===== src/hdl/mss_pkg.sv =====
// ============================================================================
// mss_pkg - shared types and constants for the step pulse scheduler
// Motor count, per-motor record layouts and the service result bundle.
// ============================================================================
package mss_pkg;

    localparam int MOTOR_COUNT = 4;
    localparam int IDX_W       = (MOTOR_COUNT > 1) ? $clog2(MOTOR_COUNT) : 1;
    localparam int STEP_W      = 32;
    localparam int IVL_W       = 32;
    localparam int PULSE_W     = 4;
    localparam int MIDX_W      = 2;

    typedef logic [IDX_W-1:0] t_idx;

    localparam t_idx LAST_IDX = t_idx'(MOTOR_COUNT - 1);

    // Running state of one motor.
    typedef struct packed {
        logic [STEP_W-1:0] remaining;
        logic [IVL_W-1:0]  countdown;
        logic [IVL_W-1:0]  interval;
        logic              drive;
    } t_act;

    // Staged command entry of one motor.
    typedef struct packed {
        logic [STEP_W-1:0] steps;
        logic [IVL_W-1:0]  interval;
        logic              drive;
    } t_stg;

    // What the service unit hands back for one motor.
    typedef struct packed {
        t_act next;
        logic step;
        logic busy;
    } t_svc;

endpackage


===== src/hdl/mss_cmd_if.sv =====
// ============================================================================
// mss_cmd_if - input channel of the step pulse scheduler
// Valid/ready channel carrying one tick or one command entry per transfer.
// ============================================================================
interface mss_cmd_if import mss_pkg::*; ();
    logic              valid;
    logic              ready;
    logic              cmd;
    logic [MIDX_W-1:0] motor_index;
    logic [STEP_W-1:0] step_total;
    logic [IVL_W-1:0]  interval_ticks;
    logic              drive_enable;
    logic              last_entry;

    modport source (
        output valid, cmd, motor_index, step_total, interval_ticks, drive_enable,
               last_entry,
        input  ready
    );
    modport sink (
        input  valid, cmd, motor_index, step_total, interval_ticks, drive_enable,
               last_entry,
        output ready
    );
endinterface


===== src/hdl/mss_res_if.sv =====
// ============================================================================
// mss_res_if - result channel of the step pulse scheduler
// Valid/ready channel carrying one status word per transfer.
// ============================================================================
interface mss_res_if import mss_pkg::*; ();
    logic               valid;
    logic               ready;
    logic [PULSE_W-1:0] step_pulses;
    logic               motors_enabled;
    logic               command_started;
    logic               busy_res;
    logic               staging_free;
    logic               write_accepted;

    modport source (
        output valid, step_pulses, motors_enabled, command_started, busy_res,
               staging_free, write_accepted,
        input  ready
    );
    modport sink (
        input  valid, step_pulses, motors_enabled, command_started, busy_res,
               staging_free, write_accepted,
        output ready
    );
endinterface


===== src/hdl/mss_ram.sv =====
// ============================================================================
// mss_ram - simple dual-port synchronous RAM
// One write port and one read port, read data registered.
// ============================================================================
module mss_ram #(
    parameter int WIDTH = 8,
    parameter int DEPTH = 4,
    localparam int AW   = (DEPTH > 1) ? $clog2(DEPTH) : 1
) (
    input  logic             i_clk,
    input  logic             i_we,
    input  logic [AW-1:0]    i_waddr,
    input  logic [WIDTH-1:0] i_wdata,
    input  logic [AW-1:0]    i_raddr,
    output logic [WIDTH-1:0] o_rdata
);

    logic [WIDTH-1:0] mem [DEPTH];
    logic [WIDTH-1:0] r_rdata;

    always_ff @(posedge i_clk) begin
        if (i_we) begin
            mem[i_waddr] <= i_wdata;
        end
    end

    always_ff @(posedge i_clk) begin
        r_rdata <= mem[i_raddr];
    end

    assign o_rdata = r_rdata;

endmodule


===== src/hdl/mss_service.sv =====
// ============================================================================
// mss_service - per-motor service step
// Optionally loads a staged entry, then advances one motor by one tick.
// ============================================================================
module mss_service import mss_pkg::*; (
    input  logic i_load,
    input  t_act i_act,
    input  t_stg i_stg,
    output t_svc o_svc
);

    t_act base;
    t_act nxt;
    logic step;

    always_comb begin
        if (i_load) begin
            base.remaining = i_stg.steps;
            base.countdown = i_stg.interval;
            base.interval  = i_stg.interval;
            base.drive     = i_stg.drive;
        end else begin
            base = i_act;
        end

        nxt  = base;
        step = 1'b0;
        // A motor with steps left either fires and reloads, or counts down.
        if (base.remaining != '0) begin
            if (base.countdown == '0) begin
                nxt.countdown = base.interval;
                nxt.remaining = base.remaining - STEP_W'(1);
                step          = base.drive;
            end else begin
                nxt.countdown = base.countdown - IVL_W'(1);
            end
        end
    end

    assign o_svc.next = nxt;
    assign o_svc.step = step;
    assign o_svc.busy = (nxt.remaining != '0);

endmodule


===== src/hdl/multi_axis_step_pulse_scheduler.sv =====
// ============================================================================
// multi_axis_step_pulse_scheduler - staged multi-motor step pulse scheduler
// A command-entry write goes from IDLE straight to FIN; a tick walks READ and
// WRITE once per motor before FIN. Items are taken one at a time; a tick is a
// read-modify-write walk over the motor state RAM, one motor after another.
// Reset: synchronous active-low; clears control state and the per-entry valid
// bits, so every motor and staging entry reads as zero with no clearing pass.
// ============================================================================
module multi_axis_step_pulse_scheduler import mss_pkg::*; (
    input  logic      i_clk,
    input  logic      i_rst_n,
    mss_cmd_if.sink   i_cmd,
    mss_res_if.source o_res
);

    // Sequencer states. A tick walks READ/WRITE once per motor; every item
    // ends in FIN, which hands its result to the output register.
    localparam logic [1:0] S_IDLE  = 2'd0;
    localparam logic [1:0] S_READ  = 2'd1;
    localparam logic [1:0] S_WRITE = 2'd2;
    localparam logic [1:0] S_FIN   = 2'd3;

    localparam int ACT_W = $bits(t_act);
    localparam int STG_W = $bits(t_stg);

    logic [1:0]             r_state;
    t_idx                   r_idx;
    logic                   r_load;
    logic                   r_pending;
    logic                   r_enable;
    logic [MOTOR_COUNT-1:0] r_busy;
    logic [MOTOR_COUNT-1:0] r_act_vld;
    logic [MOTOR_COUNT-1:0] r_stg_vld;

    // Per-item result being built.
    logic [PULSE_W-1:0]     r_pulses;
    logic                   r_started;
    logic                   r_accepted;

    // Output register.
    logic                   r_ovalid;
    logic [PULSE_W-1:0]     r_o_pulses;
    logic                   r_o_enabled;
    logic                   r_o_started;
    logic                   r_o_busy;
    logic                   r_o_free;
    logic                   r_o_accepted;

    logic                   in_xfer;
    logic                   out_free;
    logic                   wr_ok;
    t_idx                   wr_idx;

    logic                   act_we;
    logic [ACT_W-1:0]       act_rdata;
    logic [STG_W-1:0]       stg_rdata;
    t_act                   act_cur;
    t_stg                   stg_cur;
    t_svc                   svc;

    assign i_cmd.ready = (r_state == S_IDLE);
    assign in_xfer     = i_cmd.valid && i_cmd.ready;
    assign out_free    = !r_ovalid || o_res.ready;

    // An entry is refused while a committed command waits, or when its motor
    // index lies beyond the motor count; a refused entry never commits.
    assign wr_idx = t_idx'(i_cmd.motor_index);
    assign wr_ok  = !r_pending && (32'(i_cmd.motor_index) < 32'(MOTOR_COUNT));

    // Running state of every motor lives in one RAM; the staged command in
    // another. Entries that were never written read as zero through the
    // valid bits, which is what reset leaves in the model.
    mss_ram #(.WIDTH(ACT_W), .DEPTH(MOTOR_COUNT)) u_act_ram (
        .i_clk   (i_clk),
        .i_we    (act_we),
        .i_waddr (r_idx),
        .i_wdata (svc.next),
        .i_raddr (r_idx),
        .o_rdata (act_rdata)
    );

    mss_ram #(.WIDTH(STG_W), .DEPTH(MOTOR_COUNT)) u_stg_ram (
        .i_clk   (i_clk),
        .i_we    (in_xfer && i_cmd.cmd && wr_ok),
        .i_waddr (wr_idx),
        .i_wdata ({i_cmd.step_total, i_cmd.interval_ticks, i_cmd.drive_enable}),
        .i_raddr (r_idx),
        .o_rdata (stg_rdata)
    );

    // The read in READ and the write-back in WRITE touch the same entry, and
    // the next read goes to the next entry, so no two accesses overlap.
    assign act_cur = r_act_vld[r_idx] ? t_act'(act_rdata) : '0;
    assign stg_cur = r_stg_vld[r_idx] ? t_stg'(stg_rdata) : '0;
    assign act_we  = (r_state == S_WRITE);

    mss_service u_service (
        .i_load (r_load),
        .i_act  (act_cur),
        .i_stg  (stg_cur),
        .o_svc  (svc)
    );

    // Control sequencer.
    always_ff @(posedge i_clk) begin
        if (!i_rst_n) begin
            r_state   <= S_IDLE;
            r_pending <= 1'b0;
            r_enable  <= 1'b0;
            r_busy    <= '0;
            r_act_vld <= '0;
            r_stg_vld <= '0;
            r_ovalid  <= 1'b0;
        end else begin
            unique case (r_state)
                S_IDLE: begin
                    if (in_xfer) begin
                        if (i_cmd.cmd) begin
                            if (wr_ok) begin
                                r_stg_vld[wr_idx] <= 1'b1;
                                if (i_cmd.last_entry) begin
                                    r_pending <= 1'b1;
                                end
                            end
                            r_state <= S_FIN;
                        end else begin
                            // A pending command loads only once all motors idle.
                            if (!(|r_busy) && r_pending) begin
                                r_pending <= 1'b0;
                                r_enable  <= 1'b1;
                            end
                            r_state <= S_READ;
                        end
                    end
                end
                S_READ: begin
                    r_state <= S_WRITE;
                end
                S_WRITE: begin
                    r_act_vld[r_idx] <= 1'b1;
                    r_busy[r_idx]    <= svc.busy;
                    if (r_idx == LAST_IDX) begin
                        r_state <= S_FIN;
                    end else begin
                        r_state <= S_READ;
                    end
                end
                S_FIN: begin
                    if (out_free) begin
                        r_state <= S_IDLE;
                    end
                end
                default: begin
                    r_state <= S_IDLE;
                end
            endcase

            if (r_state == S_FIN && out_free) begin
                r_ovalid <= 1'b1;
            end else if (o_res.ready) begin
                r_ovalid <= 1'b0;
            end
        end
    end

    // Walk index, load flag and the result under construction.
    always_ff @(posedge i_clk) begin
        if (r_state == S_IDLE && in_xfer) begin
            r_idx      <= '0;
            r_load     <= !i_cmd.cmd && !(|r_busy) && r_pending;
            r_started  <= !i_cmd.cmd && !(|r_busy) && r_pending;
            r_accepted <= i_cmd.cmd && wr_ok;
            r_pulses   <= '0;
        end else if (r_state == S_WRITE) begin
            // Motors past the width of the pulse field still step, unseen.
            r_pulses <= r_pulses | (PULSE_W'(svc.step) << r_idx);
            if (r_idx != LAST_IDX) begin
                r_idx <= r_idx + t_idx'(1);
            end
        end
    end

    // Output register; the status bits are sampled after the item finished.
    always_ff @(posedge i_clk) begin
        if (r_state == S_FIN && out_free) begin
            r_o_pulses   <= r_pulses;
            r_o_enabled  <= r_enable;
            r_o_started  <= r_started;
            r_o_busy     <= |r_busy;
            r_o_free     <= !r_pending;
            r_o_accepted <= r_accepted;
        end
    end

    assign o_res.valid           = r_ovalid;
    assign o_res.step_pulses     = r_o_pulses;
    assign o_res.motors_enabled  = r_o_enabled;
    assign o_res.command_started = r_o_started;
    assign o_res.busy_res        = r_o_busy;
    assign o_res.staging_free    = r_o_free;
    assign o_res.write_accepted  = r_o_accepted;

endmodule


===== src/flat_wrapper.sv =====
// flat-port wrapper written by rule: the top's interface ports become plain ports
module multi_axis_step_pulse_scheduler_flat import mss_pkg::*;
  (i_clk, i_rst_n, i_cmd_valid, i_cmd_cmd, i_cmd_motor_index, i_cmd_step_total, i_cmd_interval_ticks, i_cmd_drive_enable, i_cmd_last_entry, i_cmd_ready, o_res_valid, o_res_step_pulses, o_res_motors_enabled, o_res_command_started, o_res_busy_res, o_res_staging_free, o_res_write_accepted, o_res_ready);
  mss_cmd_if i_cmd_i ();
  mss_res_if o_res_i ();
  input  logic i_clk;
  input  logic i_rst_n;
  input wire logic [$bits(i_cmd_i.valid)-1:0] i_cmd_valid;
  input wire logic [$bits(i_cmd_i.cmd)-1:0] i_cmd_cmd;
  input wire logic [$bits(i_cmd_i.motor_index)-1:0] i_cmd_motor_index;
  input wire logic [$bits(i_cmd_i.step_total)-1:0] i_cmd_step_total;
  input wire logic [$bits(i_cmd_i.interval_ticks)-1:0] i_cmd_interval_ticks;
  input wire logic [$bits(i_cmd_i.drive_enable)-1:0] i_cmd_drive_enable;
  input wire logic [$bits(i_cmd_i.last_entry)-1:0] i_cmd_last_entry;
  output wire logic [$bits(i_cmd_i.ready)-1:0] i_cmd_ready;
  output wire logic [$bits(o_res_i.valid)-1:0] o_res_valid;
  output wire logic [$bits(o_res_i.step_pulses)-1:0] o_res_step_pulses;
  output wire logic [$bits(o_res_i.motors_enabled)-1:0] o_res_motors_enabled;
  output wire logic [$bits(o_res_i.command_started)-1:0] o_res_command_started;
  output wire logic [$bits(o_res_i.busy_res)-1:0] o_res_busy_res;
  output wire logic [$bits(o_res_i.staging_free)-1:0] o_res_staging_free;
  output wire logic [$bits(o_res_i.write_accepted)-1:0] o_res_write_accepted;
  input wire logic [$bits(o_res_i.ready)-1:0] o_res_ready;
  assign i_cmd_i.valid = i_cmd_valid;
  assign i_cmd_i.cmd = i_cmd_cmd;
  assign i_cmd_i.motor_index = i_cmd_motor_index;
  assign i_cmd_i.step_total = i_cmd_step_total;
  assign i_cmd_i.interval_ticks = i_cmd_interval_ticks;
  assign i_cmd_i.drive_enable = i_cmd_drive_enable;
  assign i_cmd_i.last_entry = i_cmd_last_entry;
  assign i_cmd_ready = i_cmd_i.ready;
  assign o_res_valid = o_res_i.valid;
  assign o_res_step_pulses = o_res_i.step_pulses;
  assign o_res_motors_enabled = o_res_i.motors_enabled;
  assign o_res_command_started = o_res_i.command_started;
  assign o_res_busy_res = o_res_i.busy_res;
  assign o_res_staging_free = o_res_i.staging_free;
  assign o_res_write_accepted = o_res_i.write_accepted;
  assign o_res_i.ready = o_res_ready;
  multi_axis_step_pulse_scheduler u_core (.i_clk(i_clk), .i_rst_n(i_rst_n), .i_cmd(i_cmd_i), .o_res(o_res_i));
endmodule

===== config.mk =====
export PLATFORM = sky130hd
export DESIGN_NAME = multi_axis_step_pulse_scheduler_flat
export DESIGN_NICKNAME = d
export VERILOG_FILES = /design/src/hdl/mss_pkg.sv /design/src/hdl/mss_cmd_if.sv /design/src/hdl/mss_res_if.sv /design/src/hdl/mss_ram.sv /design/src/hdl/mss_service.sv /design/src/hdl/multi_axis_step_pulse_scheduler.sv /design/src/flat_wrapper.sv
export SDC_FILE = /design/constraint.sdc
export NUM_CORES = 1
export LEC_CHECK = 0
export BUFFER_PORTS_ARGS = -buffer_cell sky130_fd_sc_hd__buf_2
export CORE_UTILIZATION = 40
export DETAILED_ROUTE_END_ITERATION = 16
export MAX_ROUTING_LAYER = met4
export PLACE_DENSITY = 0.52
export SYNTH_ARGS = -nofsm -noshare
export SYNTH_HDL_FRONTEND = slang
export SYNTH_SLANG_ARGS = --single-unit

===== constraint.sdc =====
create_clock -name i_clk -period 7.4 [get_ports i_clk]
set_input_delay 0.74 -clock i_clk [delete_from_list [all_inputs] [get_ports i_clk]]
set_output_delay 0.74 -clock i_clk [all_outputs]
set_load 0.005 [all_outputs]

* After elaboration in Yosys (flattened, before gate mapping)
Memories as Yosys holds them, arrays and structs flattened. A register that Yosys moved wholly into a read port is not among the register bits.
Cells that the tools add are included.
Widths: inputs -> output; s select.
** Storage, ports and cells
- Input port bits :: 73
- Register bits after elaboration :: 34
- RAM bits :: 648
- Output and inout port bits :: 11
- Memories kept :: 2
** Cells by class
- Bitwise logic cells :: 5
- Magnitude comparators :: 4
- Equal/unequal tests :: 7
- Reduce and logical (&&, ||, !) cells :: 28
- Shifts and indexed selects :: 1
- $add $sub $neg :: 3
- Muxes and demuxes :: 32
** Memory list
- u_core.u_act_ram.mem :: depth 4, width 97, read ports 1, clocked after Yosys merged registers in 1, wr ports 1, RTL line mss_ram.sv:18 : logic [WIDTH-1:0] mem [DEPTH];
- u_core.u_stg_ram.mem :: depth 4, width 65, read ports 1, clocked after Yosys merged registers in 1, wr ports 1, RTL line mss_ram.sv:18
** Operators by type and width (number)
- $mux 97 :: 2
- $mux 65 :: 1
- $mux 32 :: 2
- $mux 64 :: 1
- $reduce_bool 32->1 :: 2
- $sub 32x1->32 const B :: 2
- $logic_not 32->1 :: 1
- $mux 1 :: 16
- $or 4x4->4 :: 3
- $logic_and 1x1->1 :: 11
- $mux 2 :: 4
- $pmux 2 s4 :: 1
- $reduce_and 4->1 :: 2
- $eq 2x2->1 const B :: 3
- $lt 2x3->1 const B :: 2
- $bmux 1 s2 :: 2
- $bwmux 4 :: 1
- $demux 1 s2 :: 2
- $ge 2x1->1 const B :: 2
- $logic_not 1->1 :: 4
- $ne 2x2->1 const B :: 2
- $reduce_and 2->1 :: 2
- $reduce_bool 2->1 :: 2
- $reduce_or 4->1 :: 1
- other kinds (8) :: 9

* Logic depth before layout (Yosys ltp)
- Word-level depth :: 9
- Gate-level depth with buffers :: 17
- Depth with buffers taken out :: 13

* Modules after synthesis
Synthesis repeated with hierarchy kept, for this count alone.
** Unflattened totals
- Cells, all modules :: 1894
- Area total of the unflattened synthesis :: 33075.5 µm²
** Modules (own cells, without submodules)
- mss_ram (u_core.u_act_ram) :: seq. area each 13593.0 µm², times used 1, cells an instance 608, area an instance 15957.8 µm²
- mss_ram (u_core.u_stg_ram) :: seq. area each 9108.7 µm², times used 1, cells an instance 408, area an instance 10756.6 µm²
- mss_service :: seq. area each 0.0 µm², times used 1, cells an instance 584, area an instance 3865.0 µm²
- multi_axis_step_pulse_scheduler :: seq. area each 790.8 µm², times used 1, cells an instance 294, area an instance 2496.1 µm²

* Least setup slack after synthesis
No wires, ideal clock.
- Kind :: input port to flip-flop
- Start :: in i_cmd_valid
- End :: mem u_core.u_stg_ram.mem[0][0] (netlist bit) (enable)
- Library setup time :: 0.585 ns
- Buffers on the path :: 0
- Data arrival time :: 6.190 ns
- Cell stages on the path :: 4
- Path slack :: 0.625 ns
- Cells stage by stage :: nand2b_1 > nor2_1 > and2_1 > nor3b_1
** On the way
- Word-level cells in the longest chain between the ends :: 5
** RTL lines
- from (decl) :: RTL line flat_wrapper.sv:8 : input wire logic [$bits(i_cmd_i.valid)-1:0] i_cmd_valid;
- $logic_and 1x1->1 :: RTL line multi_axis_step_pulse_scheduler.sv:62 : assign in_xfer = i_cmd.valid && i_cmd.ready;
- $logic_and 1x1->1 (2 in a row) :: RTL line multi_axis_step_pulse_scheduler.sv:84 : .i_we (in_xfer && i_cmd.cmd && wr_ok),
- $mux 1 :: RTL line mss_ram.sv:22 : if (i_we) begin
- $mux 1 (not written as such) :: RTL line mss_ram.sv:23 : mem[i_waddr] <= i_wdata;
- to (decl) :: RTL line mss_ram.sv:18
No other way between the ends.

* Worst setup path after layout
- Start :: reg u_core.r_idx[0]
- End :: reg u_core.r_busy[2]
** On the way
- Word-level cells in the longest chain between the ends :: 9
- Elaborated cells between the ends (all ways) :: 19
** RTL lines
- from (decl) :: RTL line multi_axis_step_pulse_scheduler.sv:27 : t_idx r_idx;
- from (signal assigned) :: RTL line multi_axis_step_pulse_scheduler.sv:178 : r_idx <= r_idx + t_idx'(1);
- $bmux 1 s2, on equally long branches :: RTL line multi_axis_step_pulse_scheduler.sv:93, multi_axis_step_pulse_scheduler.sv:94
- $mux 1, on equally long branches :: RTL line multi_axis_step_pulse_scheduler.sv:93, multi_axis_step_pulse_scheduler.sv:94
- $mux 97 / $mux 65 (equally long branches) :: RTL line multi_axis_step_pulse_scheduler.sv:93, multi_axis_step_pulse_scheduler.sv:94
- $mux 97 :: RTL line mss_service.sv:17 : if (i_load) begin
- $sub 32x1->32 / $logic_not 32->1 (equally long branches) :: RTL line mss_service.sv:32, mss_service.sv:30
- $mux 32 :: RTL line mss_service.sv:30 : if (base.countdown == '0) begin
- $mux 64 :: RTL line mss_service.sv:29 : if (base.remaining != '0) begin
- $reduce_bool 32->1 :: RTL line mss_service.sv:42 : assign o_svc.busy = (nxt.remaining != '0);
- $bwmux 4 (*) :: RTL line multi_axis_step_pulse_scheduler.sv:141 : r_busy[r_idx] <= svc.busy;
- to (signal, indexed assignment) :: RTL line multi_axis_step_pulse_scheduler.sv:141
- to (decl) :: RTL line multi_axis_step_pulse_scheduler.sv:31 : logic [MOTOR_COUNT-1:0] r_busy;
Mark *: on every way between the ends. The rest lies on a longest branch, timed or not. The select of a mux whose other input is x is not followed.
A chain may end at the register's enable or synchronous reset.

==> flow_summary.json <==
{
  "postCtsSetupBuffers": 0,
  "slew_headroom_pct": 30.3,
  "holdCritPathClass": "input port to register",
  "synth-edff-count": 659,
  "die-width_microns": 281,
  "syn_nets": 1744,
  "floorplan.die_area_sq_mm": 0.0791,
  "hold_path_depth": 1,
  "layoutNonFillerInstCount": 2896,
  "violated_checks": "DRC",
  "cts.clk_slew.worst_paths_ns": 0.06,
  "postSynth.asyncResetShare_pct": 0,
  "critical_path_cell_list": "mux2i_2 -> o22ai_4 -> buf_12 -> a22oi_1 -> ha_1 -> inv_1 -> a221oi_1 -> nand4_2 -> or2_2 -> nor4b_1 -> mux2i_1 -> nand4b_1 -> nor4_4 -> a21oi_1",
  "routedWlPerCell_microns": 23.7,
  "floorplan.initialDensity_pct": 40.3,
  "synthesis.instances": 1665,
  "cp.arrival_ns": 6.39,
  "netlist_top_cells_area": "sky130_fd_sc_hd__edfxtp_1, sky130_fd_sc_hd__dfxtp_1, sky130_fd_sc_hd__mux4_2",
  "tritoncts_clock_tree": "done",
  "gp_congestion": 0.829,
  "worst_hold_path.endpoint": "u_core.u_stg_ram.mem[2][16]",
  "via_count_of_the_first_global_routing_pass": 16600,
  "cts.repair.resized": 0,
  "synth.distinct_cells": 67,
  "slowest_stage": "sky130_fd_sc_hd__dfxtp_4",
  "vdd_drop_max_uv": 201,
  "drt_iter0_drc": 1373,
  "total_power_uw": 12000,
  "pin_count_of_the_biggest_net_entering_global_routing": 107,
  "ys_seq_elements": 844,
  "category_of_the_critical_setup_timing_path": "register to register",
  "floorplan.die.height_microns": 281,
  "post_cts_hold_buffer_count": 0,
  "area_delta_synth_final_pct": 14.4,
  "grt_antenna_before_repair": 4,
  "critPathCaptureType": "register",
  "reg2reg_from": "u_core.r_idx[0]",
  "max_slew.worst_pin.slew_ns": 1.04,
  "syn_avg_cell_area_sq_um": 18.7,
  "holdCritStartpoint": "i_cmd_interval_ticks[15]",
  "crit_fanout": 106,
  "clk_root_buffer_cell": "sky130_fd_sc_hd__clkbuf_16",
  "numPortBuffers": 83,
  "final_min_period_over_clock_period_pct": 80.2,
  "clk-insertion-delay-late_ns": 0.62,
  "synth_top_area_cell": "sky130_fd_sc_hd__edfxtp_1",
  "clkSinkCount": 844,
  "timing.final.crit_period_ns": 5.94,
  "fmaxAchievable_mhz": 168,
  "drt-vias-per-instance": 5.52,
  "cts-root-to-sink-buffers": 3,
  "share_of_post_route_cells_with_drive_strength_above_1_pct": 22.9,
  "cts_buffers": 86,
  "setup.worst_path.start_class": "register",
  "std_cell_rows": 102,
  "fillers": 6641,
  "max_cap_viol_count": 0,
  "io_pins": 84,
  "ant_nets": 0,
  "synth_warnings": 0,
  "detailed_routing_iterations_pass_1": 12,
  "htree_levels": 3,
  "core_area_sq_mm": 0.0773,
  "worst_r2r_path_cells": 14,
  "dp_hpwl_microns": 41100,
  "synth_area_sq_mm": 0.0312,
  "finalClockSkew_ns": 0.0217,
  "dp_cells": 2730,
  "synth_top_cell_area_share_pct": 63.4,
  "cellPowerDensity_mw_per_mm2": 337,
  "grt_first_pass_wirelength_microns": 104000,
  "grt.overflow.total": 0,
  "fin_nets": 1857,
  "total_negative_setup_slack_ns": 0,
  "critPathMaxStageDelay_ns": 0.87,
  "outcome": "finished with violations",
  "vias": 16000,
  "finalSetupViolations": 0,
  "drc_errors": 1,
  "worst_r2r_endpoint": "u_core.r_busy[2]",
  "synthFlopType": "sky130_fd_sc_hd__edfxtp_1",
  "post-route-cell-area_sq_mm": 0.0357,
  "post_dp_cell_area_sq_mm": 0.0329,
  "grt.total_usage_pct": 18.3,
  "required_arrival_time_at_the_worst_endpoint_ns": 7.86,
  "static-leakage-power_uw": 0.0117,
  "totalWireLength_microns": 68800,
  "grt_setup_unrepaired": "no",
  "synth_seq_area_share_pct": 75.3,
  "slew_viol_final": 0,
  "worst-r2r-setup-slack_ns": 1.46,
  "final-hold-violation-count": 0
}
[cell type report]
cell class / count / area (sq um) / share of cell area (%)
inverter: 10 / 37.5 / 0.105
multi-input combinational: 726 / 7390 / 20.7
timing repair buffer: 110 / 643 / 1.80
antenna: 4 / 10.0 / 0.0280
sequential: 844 / 23500 / 65.8
clock buffer: 133 / 2530 / 7.10
clock inverter: 29 / 272 / 0.761
tap: 1040 / 1300 / 3.65
[synthesized netlist by cell type, drive strengths merged (6+ instances only)]
library cell / count
a21oi: 28
inv: 10
and3: 12
nand2: 51
xor2: 11
a31oi: 6
nor4: 16
xnor2: 13
nor3: 22
nor2: 56
a22o: 34
edfxtp: 659
o21a: 8
nand3: 23
a21o: 10
nor2b: 7
or4: 10
mux2i: 11
o21ai: 43
nor3b: 6
a22oi: 70
and2: 17
buf: 36
ha: 6
mux4: 162
clkbuf: 49
nor4b: 6
o22a: 10
dfxtp: 185
o22ai: 29
[metrics by stage]
stage                     hold WS (ns)  util (%)  worst slack, ns
after floorplan                  0.400         -            0.625
after global placement           0.414      42.5             1.47
after detailed placement         0.405      42.5             1.40
after CTS                        0.286      46.1             1.33
after global routing             0.303      46.1            0.921
final                            0.327      46.1             1.46
[routing by layer]
metal  vias to the layer above  wire length, microns  track usage [%]
met3                        96                  4030             3.07
met5                         -                     0                -
met4                         0                  1400             5.39
met1                      8393                 32500             26.2
li1                       7061                     -                -
met2                       423                 30800             27.0
[registers in the layout, indices dropped and copies added, names as in the netlist]
signal and flops:
u_core.o_res.write_accepted 1, u_core.o_res.step_pulses 4, u_core.r_act_vld 4, u_core.r_pending 1, u_core.r_state 2, u_core.r_stg_vld 4
u_core.u_stg_ram.mem 260, u_core.u_act_ram.o_rdata 97, u_core.o_res.staging_free 1, u_core.u_act_ram.mem 388, u_core.r_pulses 4, u_core.o_res.command_started 1
u_core.r_enable 1, u_core.r_accepted 1, u_core.o_res.busy_res 1, u_core.r_busy 4, u_core.r_idx 2, u_core.o_res.motors_enabled 1
u_core.r_load 1, u_core.u_stg_ram.o_rdata 65, u_core.o_res.valid 1
[kinds of logic (layout without fill, tap and decap cells)]
| family | Yosys count | in the layout | share of synthesized area, % |
|---|---|---|---|
| adders and majority gates | 6 | 6 | 0.241 |
| xor gates and xnor gates | 24 | 24 | 0.674 |
| AOI/OAI and AO/OA | 268 | 268 | 6.09 |
| and+or+nand+nor | 252 | 252 | 4.29 |
| muxes | 176 | 176 | 12.2 |
| buffers and inverters | 95 | 282 | 1.18 |
| DFF | 844 | 844 | 75.3 |
| other | 0 | 4 | 0 |
[critical path: cells and delay by family (launching register included)]
family,cells,cell delay (ns)
mux,2,0.73
flops,1,0.87
compound gates,4,1.17
fa+ha+maj,1,0.24
buf+inv,2,0.32
simple gates,5,2.42
[cell usage in the layout, fill, tap and decap left out, types with 10 or more instances in the layout]
cell type,netlist,routed
sky130_fd_sc_hd__nor4_1,15,15
sky130_fd_sc_hd__clkbuf_16,0,89
sky130_fd_sc_hd__buf_4,0,25
sky130_fd_sc_hd__inv_1,10,10
sky130_fd_sc_hd__dfxtp_1,185,183
sky130_fd_sc_hd__edfxtp_1,659,659
sky130_fd_sc_hd__xor2_1,11,11
sky130_fd_sc_hd__a21oi_1,28,28
sky130_fd_sc_hd__o21ai_0,43,43
sky130_fd_sc_hd__o22ai_1,29,28
sky130_fd_sc_hd__mux4_2,162,162
sky130_fd_sc_hd__buf_2,3,83
sky130_fd_sc_hd__xnor2_1,13,13
sky130_fd_sc_hd__and2_1,17,13
sky130_fd_sc_hd__a22o_1,34,34
sky130_fd_sc_hd__a21o_1,10,10
sky130_fd_sc_hd__clkbuf_1,49,30
sky130_fd_sc_hd__nand3_1,23,23
sky130_fd_sc_hd__clkbuf_8,0,14
sky130_fd_sc_hd__nor3_1,22,22
sky130_fd_sc_hd__nand2_1,51,51
sky130_fd_sc_hd__nor2_1,56,53
sky130_fd_sc_hd__o22a_1,10,10
sky130_fd_sc_hd__a22oi_1,70,70
sky130_fd_sc_hd__and3_1,12,11
[how the worst max path moves through the flow]
| stage | from | to | slack [ns] |
|---|---|---|---|
| floorplan | i_cmd_valid | u_core.u_stg_ram.mem[0][0] | 0.62 |
| global placement | u_core.r_idx[0] | u_core.r_busy[2] | 1.47 |
| detailed placement | u_core.r_idx[0] | u_core.r_busy[2] | 1.40 |
| CTS | u_core.r_idx[0] | u_core.r_busy[2] | 1.33 |
| global route | u_core.r_idx[0] | u_core.r_busy[0] | 0.92 |
| finish | u_core.r_idx[0] | u_core.r_busy[2] | 1.46 |
[power by group]
group / internal (uW) / switching, uW / leakage (uW) / total [uW]
combinational: 712 / 1080 / 0.00274 / 1790
sequential: 5680 / 316 / 0.00759 / 6000
clock: 2500 / 1740 / 0.00137 / 4250
total: 8900 / 3140 / 0.0117 / 12000
(Power assumes the default switching activity.)
